`src/rtl/button_debounce_long_press_assert.svh`:
```
// Assertion macros shared by the button debounce RTL.
// Each macro expects a clock named clock and a reset named reset in scope.
`ifndef BUTTON_DEBOUNCE_LONG_PRESS_ASSERT_SVH
`define BUTTON_DEBOUNCE_LONG_PRESS_ASSERT_SVH

// Same-cycle implication.
`define BDLP_ASSERT_NOW(label, ante, cons, msg) \
   label: assert property (@(posedge clock) disable iff (reset) (ante) |-> (cons)) \
      else $error(msg);

// Next-cycle implication.
`define BDLP_ASSERT_NEXT(label, ante, cons, msg) \
   label: assert property (@(posedge clock) disable iff (reset) (ante) |=> (cons)) \
      else $error(msg);

`endif

```
`src/rtl/bdlp_pkg.sv`:
```
package bdlp_pkg;

   // Width of the internal time stamps; differences wrap modulo 2^TIME_BITS.
   localparam int TIME_BITS = 32;
   localparam int NOW_BITS  = 32;
   localparam int CFG_BITS  = 16;

   localparam int NUM_BUTTONS = 3;
   localparam int BTN_TEAM_ONE = 0;
   localparam int BTN_TEAM_TWO = 1;
   localparam int BTN_UNDO     = 2;

   // Configuration register map
   localparam int CSR_INDEX_BITS = 8;
   localparam logic [CSR_INDEX_BITS-1:0] REG_DEBOUNCE_MS   = 8'd0;
   localparam logic [CSR_INDEX_BITS-1:0] REG_LONG_PRESS_MS = 8'd1;

   localparam logic [CFG_BITS-1:0] DEBOUNCE_RESET   = 16'd50;
   localparam logic [CFG_BITS-1:0] LONG_PRESS_RESET = 16'd3000;

   typedef logic [TIME_BITS-1:0] stamp_type;

   // One button sample; level 0 means pressed
   typedef struct packed {
      logic [NOW_BITS-1:0]    now_ms;
      logic [NUM_BUTTONS-1:0] levels;
   } sample_type;

   typedef struct packed {
      logic team_one_event;
      logic team_two_event;
      logic undo_short;
      logic reset_long;
   } flags_type;

   typedef struct packed {
      logic [CFG_BITS-1:0] debounce_ms;
      logic [CFG_BITS-1:0] long_press_ms;
   } cfg_type;

endpackage

```
`src/rtl/bdlp_req_bus.sv`:
```
interface bdlp_req_bus;
   logic                          valid;
   logic                          ready;
   logic [bdlp_pkg::NOW_BITS-1:0] now_ms;
   logic                          team_one_level;
   logic                          team_two_level;
   logic                          undo_level;

   modport source (output valid, now_ms, team_one_level, team_two_level, undo_level,
                   input ready);
   modport sink   (input valid, now_ms, team_one_level, team_two_level, undo_level,
                   output ready);
endinterface

```
`src/rtl/bdlp_rsp_bus.sv`:
```
interface bdlp_rsp_bus;
   logic valid;
   logic ready;
   logic team_one_event;
   logic team_two_event;
   logic undo_short;
   logic reset_long;

   modport source (output valid, team_one_event, team_two_event, undo_short, reset_long,
                   input ready);
   modport sink   (input valid, team_one_event, team_two_event, undo_short, reset_long,
                   output ready);
endinterface

```
`src/rtl/bdlp_csr_bus.sv`:
```
interface bdlp_csr_bus;
   logic                                valid;
   logic                                ready;
   logic [bdlp_pkg::CSR_INDEX_BITS-1:0] index;
   logic [bdlp_pkg::CFG_BITS-1:0]       data;

   modport source (output valid, index, data, input ready);
   modport sink   (input valid, index, data, output ready);
endinterface

```
`src/rtl/bdlp_core.sv`:
```
`include "button_debounce_long_press_assert.svh"

// Per-button debounce state and event decode. Flags are combinational from
// the registered sample; state advances on step.
module bdlp_core (
   input  logic                 clock,
   input  logic                 reset,
   input  logic                 step,
   input  bdlp_pkg::sample_type sample_i,
   input  bdlp_pkg::cfg_type    cfg_i,
   output bdlp_pkg::flags_type  flags_o
);

   logic [bdlp_pkg::NUM_BUTTONS-1:0] raw_prev_ff, raw_prev_in;
   logic [bdlp_pkg::NUM_BUTTONS-1:0] stable_ff, stable_in;
   bdlp_pkg::stamp_type              change_time_ff [bdlp_pkg::NUM_BUTTONS];
   bdlp_pkg::stamp_type              change_time_in [bdlp_pkg::NUM_BUTTONS];
   bdlp_pkg::stamp_type              press_start_ff, press_start_in;
   logic                             long_rep_ff, long_rep_in;

   bdlp_pkg::stamp_type              now;
   bdlp_pkg::stamp_type              debounce;
   bdlp_pkg::stamp_type              long_press;
   logic [bdlp_pkg::NUM_BUTTONS-1:0] raw;
   logic [bdlp_pkg::NUM_BUTTONS-1:0] changed;
   logic [bdlp_pkg::NUM_BUTTONS-1:0] settled;
   logic                             press_new;
   logic                             long_rep_cur;
   logic                             long_hit;
   logic                             undo_hit;

   assign now        = bdlp_pkg::stamp_type'(sample_i.now_ms);
   assign debounce   = bdlp_pkg::stamp_type'(cfg_i.debounce_ms);
   assign long_press = bdlp_pkg::stamp_type'(cfg_i.long_press_ms);
   assign raw        = sample_i.levels;

   // Raw change tracking; a button is settled once its level outlived the window
   always_comb begin
      for (int b = 0; b < bdlp_pkg::NUM_BUTTONS; b++) begin
         changed[b]        = raw[b] != raw_prev_ff[b];
         change_time_in[b] = changed[b] ? now : change_time_ff[b];
         settled[b]        = !changed[b] && ((now - change_time_ff[b]) > debounce);
      end
      raw_prev_in = raw;
   end

   // Undo button: press start, long hold and short release
   always_comb begin
      press_new      = !raw[bdlp_pkg::BTN_UNDO] && stable_ff[bdlp_pkg::BTN_UNDO];
      press_start_in = press_start_ff;
      long_rep_cur   = long_rep_ff;
      if (settled[bdlp_pkg::BTN_UNDO] && press_new) begin
         press_start_in = now;
         long_rep_cur   = 1'b0;
      end
      long_hit = settled[bdlp_pkg::BTN_UNDO] && !raw[bdlp_pkg::BTN_UNDO] && !long_rep_cur
                 && ((now - press_start_in) >= long_press);
      undo_hit = settled[bdlp_pkg::BTN_UNDO] && raw[bdlp_pkg::BTN_UNDO]
                 && !stable_ff[bdlp_pkg::BTN_UNDO] && !long_rep_ff;
      long_rep_in = long_hit ? 1'b1 : long_rep_cur;
   end

   // Stable levels follow the raw level once settled
   always_comb begin
      for (int b = 0; b < bdlp_pkg::NUM_BUTTONS; b++) begin
         stable_in[b] = settled[b] ? raw[b] : stable_ff[b];
      end
   end

   always_comb begin
      flags_o.team_one_event = settled[bdlp_pkg::BTN_TEAM_ONE]
                               && stable_ff[bdlp_pkg::BTN_TEAM_ONE]
                               && !raw[bdlp_pkg::BTN_TEAM_ONE];
      flags_o.team_two_event = settled[bdlp_pkg::BTN_TEAM_TWO]
                               && stable_ff[bdlp_pkg::BTN_TEAM_TWO]
                               && !raw[bdlp_pkg::BTN_TEAM_TWO];
      flags_o.undo_short     = undo_hit;
      flags_o.reset_long     = long_hit;
   end

   always_ff @(posedge clock) begin
      if (reset) begin
         raw_prev_ff    <= '1;
         stable_ff      <= '1;
         press_start_ff <= '0;
         long_rep_ff    <= 1'b0;
         for (int b = 0; b < bdlp_pkg::NUM_BUTTONS; b++) begin
            change_time_ff[b] <= '0;
         end
      end else if (step) begin
         raw_prev_ff    <= raw_prev_in;
         stable_ff      <= stable_in;
         press_start_ff <= press_start_in;
         long_rep_ff    <= long_rep_in;
         for (int b = 0; b < bdlp_pkg::NUM_BUTTONS; b++) begin
            change_time_ff[b] <= change_time_in[b];
         end
      end
   end

   `BDLP_ASSERT_NEXT(a_long_marks_hold, step && flags_o.reset_long, long_rep_ff,
                     "long report not recorded for the hold")
   `BDLP_ASSERT_NOW(a_team_one_pressed, step && flags_o.team_one_event,
                    !sample_i.levels[bdlp_pkg::BTN_TEAM_ONE],
                    "team one event without pressed level")
   `BDLP_ASSERT_NEXT(a_long_once, step && long_rep_ff && !press_new,
                     !flags_o.reset_long || !step,
                     "second long report in one hold")

endmodule

```
`src/rtl/button_debounce_long_press.sv`:
```
// Channel  Dir  Payload                                            Role
// req      in   now_ms, team_one_level, team_two_level, undo_level  one sample
// rsp      out  team_one_event, team_two_event, undo_short,         one result
//               reset_long                                          per sample
// csr      in   index, data                                         register write
//
// Two register stages: the sample register, then the result register; a sample taken
// on req is decoded into the result register, which drives rsp.
// One sample per cycle sustained while rsp is ready; the decode between the stages is a few
// subtractions and compares on the time stamps.
// Synchronous reset clears all button state and loads the default settings.
// A stalled rsp holds its result; req keeps taking items until both stages are full.
`include "button_debounce_long_press_assert.svh"

module button_debounce_long_press (
   input logic          clock,
   input logic          reset,
   bdlp_req_bus.sink    req_port,
   bdlp_rsp_bus.source  rsp_port,
   bdlp_csr_bus.sink    csr_port
);

   bdlp_pkg::cfg_type    cfg_ff, cfg_in;
   logic                 in_valid_ff, in_valid_in;
   bdlp_pkg::sample_type sample_ff;
   logic                 out_valid_ff, out_valid_in;
   bdlp_pkg::flags_type  flags_ff;
   bdlp_pkg::flags_type  flags;
   logic                 out_load;
   logic                 req_take;

   // Configuration writes; unknown indexes are dropped
   assign csr_port.ready = 1'b1;

   always_comb begin
      cfg_in = cfg_ff;
      if (csr_port.valid) begin
         priority if (csr_port.index == bdlp_pkg::REG_DEBOUNCE_MS) begin
            cfg_in.debounce_ms = csr_port.data;
         end else if (csr_port.index == bdlp_pkg::REG_LONG_PRESS_MS) begin
            cfg_in.long_press_ms = csr_port.data;
         end else begin
            cfg_in = cfg_ff;
         end
      end
   end

   // Two-stage handshake
   assign out_load       = in_valid_ff && (!out_valid_ff || rsp_port.ready);
   assign req_port.ready = !in_valid_ff || out_load;
   assign req_take       = req_port.valid && req_port.ready;
   assign in_valid_in    = req_take ? 1'b1 : (out_load ? 1'b0 : in_valid_ff);
   assign out_valid_in   = out_load ? 1'b1 : (rsp_port.ready ? 1'b0 : out_valid_ff);

   bdlp_core u_core (
      .clock    (clock),
      .reset    (reset),
      .step     (out_load),
      .sample_i (sample_ff),
      .cfg_i    (cfg_ff),
      .flags_o  (flags)
   );

   // Control and settings
   always_ff @(posedge clock) begin
      if (reset) begin
         cfg_ff.debounce_ms   <= bdlp_pkg::DEBOUNCE_RESET;
         cfg_ff.long_press_ms <= bdlp_pkg::LONG_PRESS_RESET;
         in_valid_ff          <= 1'b0;
         out_valid_ff         <= 1'b0;
      end else begin
         cfg_ff       <= cfg_in;
         in_valid_ff  <= in_valid_in;
         out_valid_ff <= out_valid_in;
      end
   end

   // Payload registers
   always_ff @(posedge clock) begin
      if (req_take) begin
         sample_ff.now_ms <= req_port.now_ms;
         sample_ff.levels <= {req_port.undo_level, req_port.team_two_level,
                              req_port.team_one_level};
      end
      if (out_load) begin
         flags_ff <= flags;
      end
   end

   assign rsp_port.valid          = out_valid_ff;
   assign rsp_port.team_one_event = flags_ff.team_one_event;
   assign rsp_port.team_two_event = flags_ff.team_two_event;
   assign rsp_port.undo_short     = flags_ff.undo_short;
   assign rsp_port.reset_long     = flags_ff.reset_long;

   `BDLP_ASSERT_NOW(a_undo_excl, out_valid_ff,
                    !(flags_ff.undo_short && flags_ff.reset_long),
                    "short and long undo in one item")
   `BDLP_ASSERT_NOW(a_full_blocks, in_valid_ff && out_valid_ff && !rsp_port.ready,
                    !req_port.ready, "item taken while both stages full")
   `BDLP_ASSERT_NEXT(a_load_shows, out_load, out_valid_ff,
                     "decoded item not presented")

endmodule
```
`src/flat_wrapper.sv`:
```
// flat-port wrapper written by rule: the top's interface ports become plain ports
module button_debounce_long_press_flat 
  (clock, reset, req_port_valid, req_port_now_ms, req_port_team_one_level, req_port_team_two_level, req_port_undo_level, req_port_ready, rsp_port_valid, rsp_port_team_one_event, rsp_port_team_two_event, rsp_port_undo_short, rsp_port_reset_long, rsp_port_ready, csr_port_valid, csr_port_index, csr_port_data, csr_port_ready);
  bdlp_req_bus req_port_i ();
  bdlp_rsp_bus rsp_port_i ();
  bdlp_csr_bus csr_port_i ();
  input logic clock;
  input logic reset;
  input wire logic [$bits(req_port_i.valid)-1:0] req_port_valid;
  input wire logic [$bits(req_port_i.now_ms)-1:0] req_port_now_ms;
  input wire logic [$bits(req_port_i.team_one_level)-1:0] req_port_team_one_level;
  input wire logic [$bits(req_port_i.team_two_level)-1:0] req_port_team_two_level;
  input wire logic [$bits(req_port_i.undo_level)-1:0] req_port_undo_level;
  output wire logic [$bits(req_port_i.ready)-1:0] req_port_ready;
  output wire logic [$bits(rsp_port_i.valid)-1:0] rsp_port_valid;
  output wire logic [$bits(rsp_port_i.team_one_event)-1:0] rsp_port_team_one_event;
  output wire logic [$bits(rsp_port_i.team_two_event)-1:0] rsp_port_team_two_event;
  output wire logic [$bits(rsp_port_i.undo_short)-1:0] rsp_port_undo_short;
  output wire logic [$bits(rsp_port_i.reset_long)-1:0] rsp_port_reset_long;
  input wire logic [$bits(rsp_port_i.ready)-1:0] rsp_port_ready;
  input wire logic [$bits(csr_port_i.valid)-1:0] csr_port_valid;
  input wire logic [$bits(csr_port_i.index)-1:0] csr_port_index;
  input wire logic [$bits(csr_port_i.data)-1:0] csr_port_data;
  output wire logic [$bits(csr_port_i.ready)-1:0] csr_port_ready;
  assign req_port_i.valid = req_port_valid;
  assign req_port_i.now_ms = req_port_now_ms;
  assign req_port_i.team_one_level = req_port_team_one_level;
  assign req_port_i.team_two_level = req_port_team_two_level;
  assign req_port_i.undo_level = req_port_undo_level;
  assign req_port_ready = req_port_i.ready;
  assign rsp_port_valid = rsp_port_i.valid;
  assign rsp_port_team_one_event = rsp_port_i.team_one_event;
  assign rsp_port_team_two_event = rsp_port_i.team_two_event;
  assign rsp_port_undo_short = rsp_port_i.undo_short;
  assign rsp_port_reset_long = rsp_port_i.reset_long;
  assign rsp_port_i.ready = rsp_port_ready;
  assign csr_port_i.valid = csr_port_valid;
  assign csr_port_i.index = csr_port_index;
  assign csr_port_i.data = csr_port_data;
  assign csr_port_ready = csr_port_i.ready;
  button_debounce_long_press u_core (.clock(clock), .reset(reset), .req_port(req_port_i), .rsp_port(rsp_port_i), .csr_port(csr_port_i));
endmodule
```
`config.mk`:
```
export PLATFORM = sky130hd
export DESIGN_NAME = button_debounce_long_press_flat
export DESIGN_NICKNAME = d
export VERILOG_FILES = /design/src/rtl/bdlp_pkg.sv /design/src/rtl/bdlp_req_bus.sv /design/src/rtl/bdlp_rsp_bus.sv /design/src/rtl/bdlp_csr_bus.sv /design/src/rtl/bdlp_core.sv /design/src/rtl/button_debounce_long_press.sv /design/src/flat_wrapper.sv
export VERILOG_INCLUDE_DIRS = /design/src /design/src/rtl
export SDC_FILE = /design/constraint.sdc
export NUM_CORES = 1
export LEC_CHECK = 0
export ABC_AREA = 1
export BUFFER_PORTS_ARGS = -buffer_cell sky130_fd_sc_hd__clkbuf_2
export CORE_MARGIN = 5
export CORE_UTILIZATION = 64
export CTS_CLUSTER_DIAMETER = 150
export CTS_CLUSTER_SIZE = 12
export DETAILED_ROUTE_END_ITERATION = 10
export PLACE_DENSITY = 0.84
export SYNTH_ARGS = -nofsm -noshare
export SYNTH_HDL_FRONTEND = slang
export SYNTH_SLANG_ARGS = --single-unit
```
`constraint.sdc`:
```
create_clock -name clock -period 8.9 [get_ports clock]
set_input_delay 1.78 -clock clock [delete_from_list [all_inputs] [get_ports clock]]
set_output_delay 1.78 -clock clock [all_outputs]
set_load 0.005 [all_outputs]
```
# [Word level (Yosys, flattened, before mapping)]
# Memories as Yosys holds them, arrays and structs flattened.
# Index checks and enable logic that the tools add are counted.
[totals] out_inout_bits=7 n_memories=1 inputBits=64 mem_bits_rw=96 regBits=112 elab_cells=89
[op_classes] n_reduce_logical=38 bitwise_logic=4 order_cmp=4 n_addsub=4 eq_ne=4 muxes=18
[mem_list] name="u_core.u_core.change_time_ff" depth=3 word_bits=32 read_ports=3 rd_ports_with_merged_regs=0 wr=3 line="bdlp_core.sv:16" text="bdlp_pkg::stamp_type change_time_ff [bdlp_pkg::NUM_BUTTONS];"
[op_table] op="2-to-1 mux 32 bit" count=7
[op_table] op="subtractor 32 bit" count=4
[op_table] op="> comparator 32 x 16 -> 1 bit" count=3
[op_table] op=">= comparator 32 x 16 -> 1 bit" count=1
[op_table] op="logical AND 1 bit" count=17
[op_table] op="zero test 1 bit" count=11
[op_table] op="2-to-1 mux 1 bit" count=11
[op_table] op="== test 8 x 1 -> 1 bit (second input constant)" count=1
[op_table] op="zero test 8 bit" count=1
[op_table] op="AND reduction 2 bit" count=4
[op_table] op="nonzero test 2 bit" count=2
[op_table] op="inequality test 1 bit" count=3
[op_table] op="OR 1 bit" count=3
[op_table] op="AND reduction 3 bit" count=1
[op_table] op="logical OR 1 bit" count=2
[op_table] op="inverter 1 bit" count=1

# [Longest topological paths before layout]
# Gate-level depths: netlist (run 1).
# An unclocked memory read counts as a cell.
[logic_depth] ltp_word=10 depth_mapped=55 ltp_nobuf=53

# [By module]
# Synthesis (run 1) repeated with hierarchy kept, for this count alone.
[hier_totals] cells_unflattened=2364 hier_area_um2=17055.1
[modules_own_cells] mod="bdlp_core" n_inst=1 cells_each=2118 area_per_inst_um2=14381.3
[modules_own_cells] mod="button_debounce_long_press" n_inst=1 cells_each=246 area_per_inst_um2=2673.8

# [Worst setup path after synthesis (run 1)]
# Ideal clock, no wire load.
[synth_path] path_kind="reg2reg" start="register u_core.sample_ff[4] in the netlist's numbering" end="register u_core.flags_ff (netlist bit u_core.rsp_port.reset_long) (data pin)" setup_time_ps=263 t_required_ps=8637 synth_period_minus_slack_ps=6576 slack_ps=2324 stages_incl_launch_ff=49 arrival_ps=6312 cell_sequence="edfxtp_1 > inv_1 > fa_1 > inv_1 > nand3_1 > nand3_1 > nand3_1 > nand3_1 > xor2_1 > ha_1 > nand2_1 > nor2_1 > nand2_1 > nor2_1 > nand4_1 > nand2_1 > nand3_1 > nor2_1 > (+13 left out) > o31ai_1 > and2_1 > o21ai_1 > nand2_1 > nand2_1 > nand2_2 > xor2_1 > ha_1 > a21o_1 > a21oi_1 > o21ai_0 > a21oi_1 > o21a_1 > nand3_1 > nor2_1 > nand3_1 > nor2_2 > a31oi_1"
[synth_lines] item="start, declared" line="button_debounce_long_press.sv:25" text="bdlp_pkg::sample_type sample_ff;"
[synth_lines] item="end signal, assigned" line="button_debounce_long_press.sv:86" text="flags_ff <= flags;"
[synth_lines] item="end, declared" line="button_debounce_long_press.sv:27" text="bdlp_pkg::flags_type flags_ff;"

==> out/results.tsv, run 1 <==
metric	value	unit
routed wire length	47100	µm
Cells after Synth	2289	
Peak VDD IR	166	µV
I/O pin cnt	71	
PwrDens	160	nW/µm²
slowest CP cell	edfxtp_1	
Final Hold Viols	0	
share of the synthesized area in the top cell type	24.4	%
Worst slew margin	36.7	%
Worst path max stage delay	0.54	ns
Site Rows	59	
count leader, synth	nand2_1	
post-synth cell types	55	
Tot Pwr	2.86	mW
post-synthesis register bit count	208	
Max Root-Sink Buffers	3	
CTS tree	built	
cell taking the most area after synthesis	edfxtp_1	
f_max	135	MHz
Clock H-tree levels	1	
Syn Area/Cell	7.26	µm²
initial antenna violation count	0	
Post-synth EDFFs	135	
Tmin final	7.41	ns
total core area	25800	µm²
Net Count, Synth	2542	
final instance area	17900	µm²
Cell Area, Placed	17300	µm²
Root Driver	clkbuf_16	
vias in the first global route	14500	
critical path's top delay family	simple AND/OR/NAND/NOR gates	
Worst-path clk slew	0.06	ns
clock latency on the worst-skew pair	0.52	ns
First-pass DRT Iterations	5	
critical path endpoint category	register	
sequential fraction of the synthesis area	33.2	%
first-pass GRT wire length	74400	µm
number of remaining DRC errors	0	
DRT antenna net count	0	
critical path's most frequent cell	nand3_1	
Worst Hold Class	reg2reg	
top post-synthesis cells by area	edfxtp_1, ha_1, nand2_1	
Final #Nets	2613	
Die X-Extent	171	µm
Mapped Area	16600	µm²
post-DP HPWL	37800	µm
skew final	0.0346	ns
# port buffers	69	
final setup fails	0	
DR iter-0 viols	1581	
CTS Hold Bufs	0	
Post-synth ARST share	0	%
FILL cells	2181	
Total GRT Usage	31.9	%
status	completed	
die area	29300	µm²
max-cap viol count	0	
Resized cells post-CTS	0	
vias	15400	
Critical Path Start Type	register	
DR WL/cell	17.4	µm
Layout area overhead	7.79	%
Overflow after GRT	0	
Sink Count	208	
Max Slew Vio Count	0	
Leak Pwr	8.87	nW
Die Y	171	µm
Post-CTS Setup Bufs	0	
CP bufs+invs	3	
RSZ-0062 raised after global routing	false	
worst-path fanout max	68	
setup_tns	0	ns
Starting Density	64.3	%
WP data arrival	7.66	ns
Ant. Diodes	0	
Post-synth top flop	edfxtp_1	
Yosys warning total	0	
share of cells above drive strength 1	6.23	%
commonest cells in the netlist	nand2_1, inv_1, a21oi_1	
Critical Path RT	9.15	ns
Num CTS Buffers	21	
kind of critical path	reg2reg	
final hold slack	0.453	ns
Via-to-Cell Ratio	5.69	
largest net degree at the start of global routing	69	
final RePlAce weighted congestion	1.00	
final period utilization	83.2	%
Worst-Margin Slew	0.925	ns
==> cells in the final DEF (no fill, tap or decap), types with 69 or more instances in the layout <==
cell type	instances
nand2_1	544
inv_1	426
a21oi_1	198
nor2_1	189
ha_1	185
edfxtp_1	135
o21ai_0	124
nand3_1	95
dfxtp_1	73
clkbuf_2	69
==> metal layers <==
metal  GRT usage (%)  vias up  share of wire [%]
li1                -     7622                  -
met1            42.6     7077                 43
met2            54.4      602                 47
met3            3.54      109                7.0
met4            10.2        0                3.6
met5               0        -                  0
==> area by class of cell <==
class	count	area [µm²]	area share [%]
tap	335	419	2.34
multi-input combinational	1621	9350	52.2
timing repair buffer	78	413	2.30
clock inverter	2	17.5	0.0978
inverter	430	1610	9.01
sequential	208	5520	30.8
clock buffer	36	582	3.25
==> registers in the layout, summed over array words and instances, names as in the netlist <==
register / flops
u_core.u_core.press_start_ff: 32
u_core.u_core.stable_ff: 3
u_core.u_core.raw_prev_ff: 3
u_core.u_core.change_time_ff: 96
u_core.rsp_port.team_one_event: 1
u_core.sample_ff: 35
u_core.rsp_port.reset_long: 1
u_core.in_valid_ff: 1
u_core.u_core.long_rep_ff: 1
u_core.rsp_port.team_two_event: 1
u_core.rsp_port.valid: 1
u_core.cfg_ff: 32
u_core.rsp_port.undo_short: 1
==> stage by stage <==
stage                     setup WS (ns)  utilization, %  instances
after global routing              0.770            69.3       2710
after floorplan                    2.32               -       2289
after detailed placement           1.53            67.0       2672
after global placement             1.79            67.0       2672
after CTS                          1.55            69.3       2710
final                              1.49            69.3       2710
==> worst register-to-register path: cells and delay by family (launching register included) <==
family	cells	cell delay, ns
and+or+nand+nor	26	2.58
adders and majority gates	4	1.51
AOI/OAI and AO/OA	10	1.50
buffers and inverters	3	0.79
DFF	1	0.54
xor gates and xnor gates	2	0.24
==> final timing paths <==
kind / from / to / cells past startpoint / slack [ns]
max: u_core.sample_ff[4]$_DFFE_PP_ / u_core.rsp_port.reset_long$_DFFE_PP_ / 45 / 1.49
min: u_core.u_core.press_start_ff[26]$_SDFFE_PP0P_ / u_core.u_core.press_start_ff[26]$_SDFFE_PP0P_ / 2 / 0.45
min reg2reg: u_core.u_core.press_start_ff[26]$_SDFFE_PP0P_ / u_core.u_core.press_start_ff[26]$_SDFFE_PP0P_ / 2 / 0.45
max reg2reg: u_core.sample_ff[4]$_DFFE_PP_ / u_core.rsp_port.reset_long$_DFFE_PP_ / 45 / 1.49
==> report_power, final <==
group,switching (mW),internal (mW),leakage [nW]
combinational,0.593,0.340,6.61
clock,0.366,0.445,0.286
sequential,0.0392,1.08,1.97
==> logic make-up (layout without fill, tap and decap cells) <==
| family | Yosys count | in the layout | share of synthesized area, % |
|---|---|---|---|
| xor gates and xnor gates | 85 | 85 | 4.48 |
| buffers and inverters | 460 | 546 | 10.6 |
| adders and majority gates | 189 | 189 | 14.4 |
| DFF | 208 | 208 | 33.2 |
| and+or+nand+nor | 933 | 933 | 23.5 |
| other | 1 | 1 | 0.0226 |
| AOI/OAI and AO/OA | 413 | 413 | 13.8 |
(Power assumes the default switching activity.)
==> inputs of run 2 (changes only) <==
--- a/config.mk
+++ b/config.mk
@@ -6,7 +6,7 @@
 export SDC_FILE = /design/constraint.sdc
 export NUM_CORES = 1
 export LEC_CHECK = 0
-export ABC_AREA = 1
+export ABC_AREA = 0
 export BUFFER_PORTS_ARGS = -buffer_cell sky130_fd_sc_hd__clkbuf_2
 export CORE_MARGIN = 5
 export CORE_UTILIZATION = 64
==> constraint.sdc (replaced) <==
create_clock -name clock -period 7.3 [get_ports clock]
set_input_delay 1.46 -clock clock [delete_from_list [all_inputs] [get_ports clock]]
set_output_delay 1.46 -clock clock [all_outputs]
set_load 0.005 [all_outputs]
==> out/results.tsv, run 2 <==
metric	value	unit
Max Root-Sink Buffers	3	
most frequent cells in the layout	buf_4, ha_1, inv_1	
max reg flops	96	
WP data arrival	10.09	ns
Overflow after GRT	0	
Tot Pwr	3.70	mW
Total GRT Usage	35.7	%
Die X-Extent	169	µm
fin worst setup slack	-2.40	ns
# port buffers	69	
final period utilization	133	%
CTS tree	built	
CTS Hold Bufs	0	
post-synthesis register bit count	208	
Post-synth EDFFs	135	
Sink Count	208	
Mapped Area	16200	µm²
commonest cells in the netlist	ha_1, inv_1, nand2_1	
Seq pwr share	36.3	%
Leak Pwr	8.96	nW
PwrDens	185	nW/µm²
initial antenna violation count	0	
Most flops, register	u_core.u_core.change_time_ff	
final setup fails	2	
RR Endpoint	u_core.u_core.long_rep_ff$_SDFFE_PP0P_	
Worst path max stage delay	0.51	ns
RSZ-0062 raised after global routing	true	
Hold EP	u_core.u_core.press_start_ff[30]$_SDFFE_PP0P_	
clock power share	27.6	%
Net Count, Synth	2061	
post-DP HPWL	39700	µm
cell taking the most area after synthesis	edfxtp_1	
cell-internal power	2.45	mW
critical path's top delay family	compound AO/OA/AOI/OAI gates	
Post-synth ARST share	0	%
r2r startpoint	u_core.u_core.change_time_ff[0][64]$_SDFFCE_PN0P_	
Layout area overhead	24.1	%
vias	16100	
final RePlAce weighted congestion	1.01	
status	finished, violations left	
Root Driver	clkbuf_16	
count leader, synth	ha_1	
Worst-Margin Slew	1.19	ns
commonest non-fill, non-tap cell in the layout	buf_4	
number of remaining DRC errors	0	
critical path endpoint category	register	
FILL cells	1618	
routed wire length	54500	µm
die area	28500	µm²
total core area	25000	µm²
slowest CP cell	or4_4	
f_max	103	MHz
First-pass DRT Iterations	6	
Reg2Reg Setup Slack	-2.40	ns
Clock H-tree levels	1	
Post-synth top flop	edfxtp_1	
hold path start	u_core.u_core.press_start_ff[30]$_SDFFE_PP0P_	
Final Hold Viols	0	
critical path's most frequent cell	a21o_1	
biggest regs	u_core.u_core.change_time_ff: 96 flops, u_core.sample_ff: 35 flops	
Site Rows	58	
Cells after Synth	1808	
Num CTS Buffers	21	
post-synth cell types	90	
skew final	0.0250	ns
kind of critical path	reg2reg	
register area	5520	µm²
vias in the first global route	15400	
worst-path fanout max	6	
Net Sw Power	1.26	mW
hold path cells	2	
I/O pin cnt	71	
Syn Area/Cell	8.94	µm²
Peak VDD IR	215	µV
clock latency on the worst-skew pair	0.53	ns
Switching Share	34.0	%
Critical Path Start Type	register	
DR iter-0 viols	1857	
Critical Path RT	7.69	ns
share of the synthesized area in the top cell type	25.1	%
first-pass GRT wire length	81700	µm
Max Slew Vio Count	0	
DR WL/cell	21.7	µm
Worst slew margin	20.4	%
Die Y	169	µm
Tmin final	9.70	ns
DRT antenna net count	0	
Logic pwr share	36.1	%
top post-synthesis cells by area	edfxtp_1, ha_1, dfxtp_1	
Worst Hold Class	reg2reg	
share of cells above drive strength 1	22.4	%
CP bufs+invs	1	
largest net degree at the start of global routing	57	
max-cap viol count	0	
Via-to-Cell Ratio	6.41	
Multi-input gate area	10100	µm²
Yosys warning total	0	
sequential fraction of the synthesis area	34.1	%
Starting Density	64.6	%
setup_tns	-4.78	ns
Worst-path clk slew	0.07	ns
violated checks	setup timing	
Final #Nets	2417	
R2R depth	49	
## run 2: changes by cell type after synthesis, moves of 54 or more
cell and change:
a21o_1 +60, mux2i_1 +54, inv_1 -254, o21ai_0 -59, nand2_1 -392, nand3_1 -61
## run 2: cell families after synthesis
logic type / share of synthesized area (%)
buffers and inverters: 5.37
adder cells (fa/ha/maj): 14.9
AO/OA/AOI/OAI: 20.6
AND/OR/NAND/NOR: 17.7
XOR/XNOR: 3.69
multiplexers: 3.62
flip-flops: 34.1
other: 0.0232
## run 2: final cells by class
type                            instances  area share (%)
Antenna cell                            2          0.0250
Clock buffer                           36            2.90
Clock inverter                          2          0.0874
Inverter                              173            3.24
Multi-Input combinational cell       1375            50.6
Sequential cell                       208            27.5
Tap cell                              330            2.06
Timing Repair Buffer                  385            13.6
## run 2: what timing repair did
item                       in CTS  in global routing
setup endpoints to repair       2                  2
pin swaps                       8                 25
setup buffers                  30                 20
resized for setup              22                 24
## run 2: per-layer routing
metal	vias up	global-route usage (%)	wire length (µm)
met2	965	56.3	24300
li1	7331	-	-
met3	200	7.17	6260
met4	0	11.2	2070
met1	7604	49.9	21900
met5	-	0	0
## run 2: power by group through the flow
stage          logic [mW]  clock network [mW]  registers, mW
5_1_grt              1.44                1.07           1.35
6_report             1.34                1.02           1.35
2_1_floorplan       0.773                   0           1.36
3_5_place_dp         1.20                   0           1.37
3_3_place_gp         1.15                   0           1.37
4_1_cts              1.24                1.02           1.34
## run 2: per-stage QoR
| stage | cells | cell area, µm² | hold WS, ns | util (%) | worst slack (ns) |
|---|---|---|---|---|---|
| 3_3_place_gp | 2421 | 18800 | 0.441 | 75.3 | -1.86 |
| 2_1_floorplan | 1808 | 16300 | 0.435 | - | -1.67 |
| 3_5_place_dp | 2421 | 18800 | 0.447 | 75.3 | -2.24 |
| 6_report | 2511 | 20100 | 0.458 | 80.1 | -2.40 |
| 4_1_cts | 2489 | 19800 | 0.458 | 78.9 | -1.79 |
| 5_1_grt | 2509 | 20000 | 0.494 | 80.1 | -2.79 |
## run 2: how the worst max path moves through the flow
stage,start,endpoint,slack (ns),cells after the start
after global routing,u_core.u_core.change_time_ff[0][64]$_SDFFCE_PN0P_,u_core.u_core.long_rep_ff$_SDFFE_PP0P_,-2.79,49
after detailed placement,u_core.sample_ff[3]$_DFFE_PP_,u_core.rsp_port.reset_long$_DFFE_PP_,-2.24,45
after floorplan,u_core.sample_ff[10]$_DFFE_PP_,u_core.rsp_port.reset_long$_DFFE_PP_,-1.67,45
after CTS,u_core.sample_ff[11]$_DFFE_PP_,u_core.u_core.long_rep_ff$_SDFFE_PP0P_,-1.79,47
after global placement,u_core.sample_ff[3]$_DFFE_PP_,u_core.rsp_port.reset_long$_DFFE_PP_,-1.86,47
final,u_core.u_core.change_time_ff[0][64]$_SDFFCE_PN0P_,u_core.u_core.long_rep_ff$_SDFFE_PP0P_,-2.40,49
## run 2: worst reg2reg max path, delay by kind of cell (launching register included)
family,cells,cell delay [ns]
buffers and inverters,1,0.16
XOR/XNOR,2,0.35
AO/OA/AOI/OAI,22,3.65
adder cells (fa/ha/maj),6,1.67
flip-flops,1,0.44
AND/OR/NAND/NOR,18,3.31
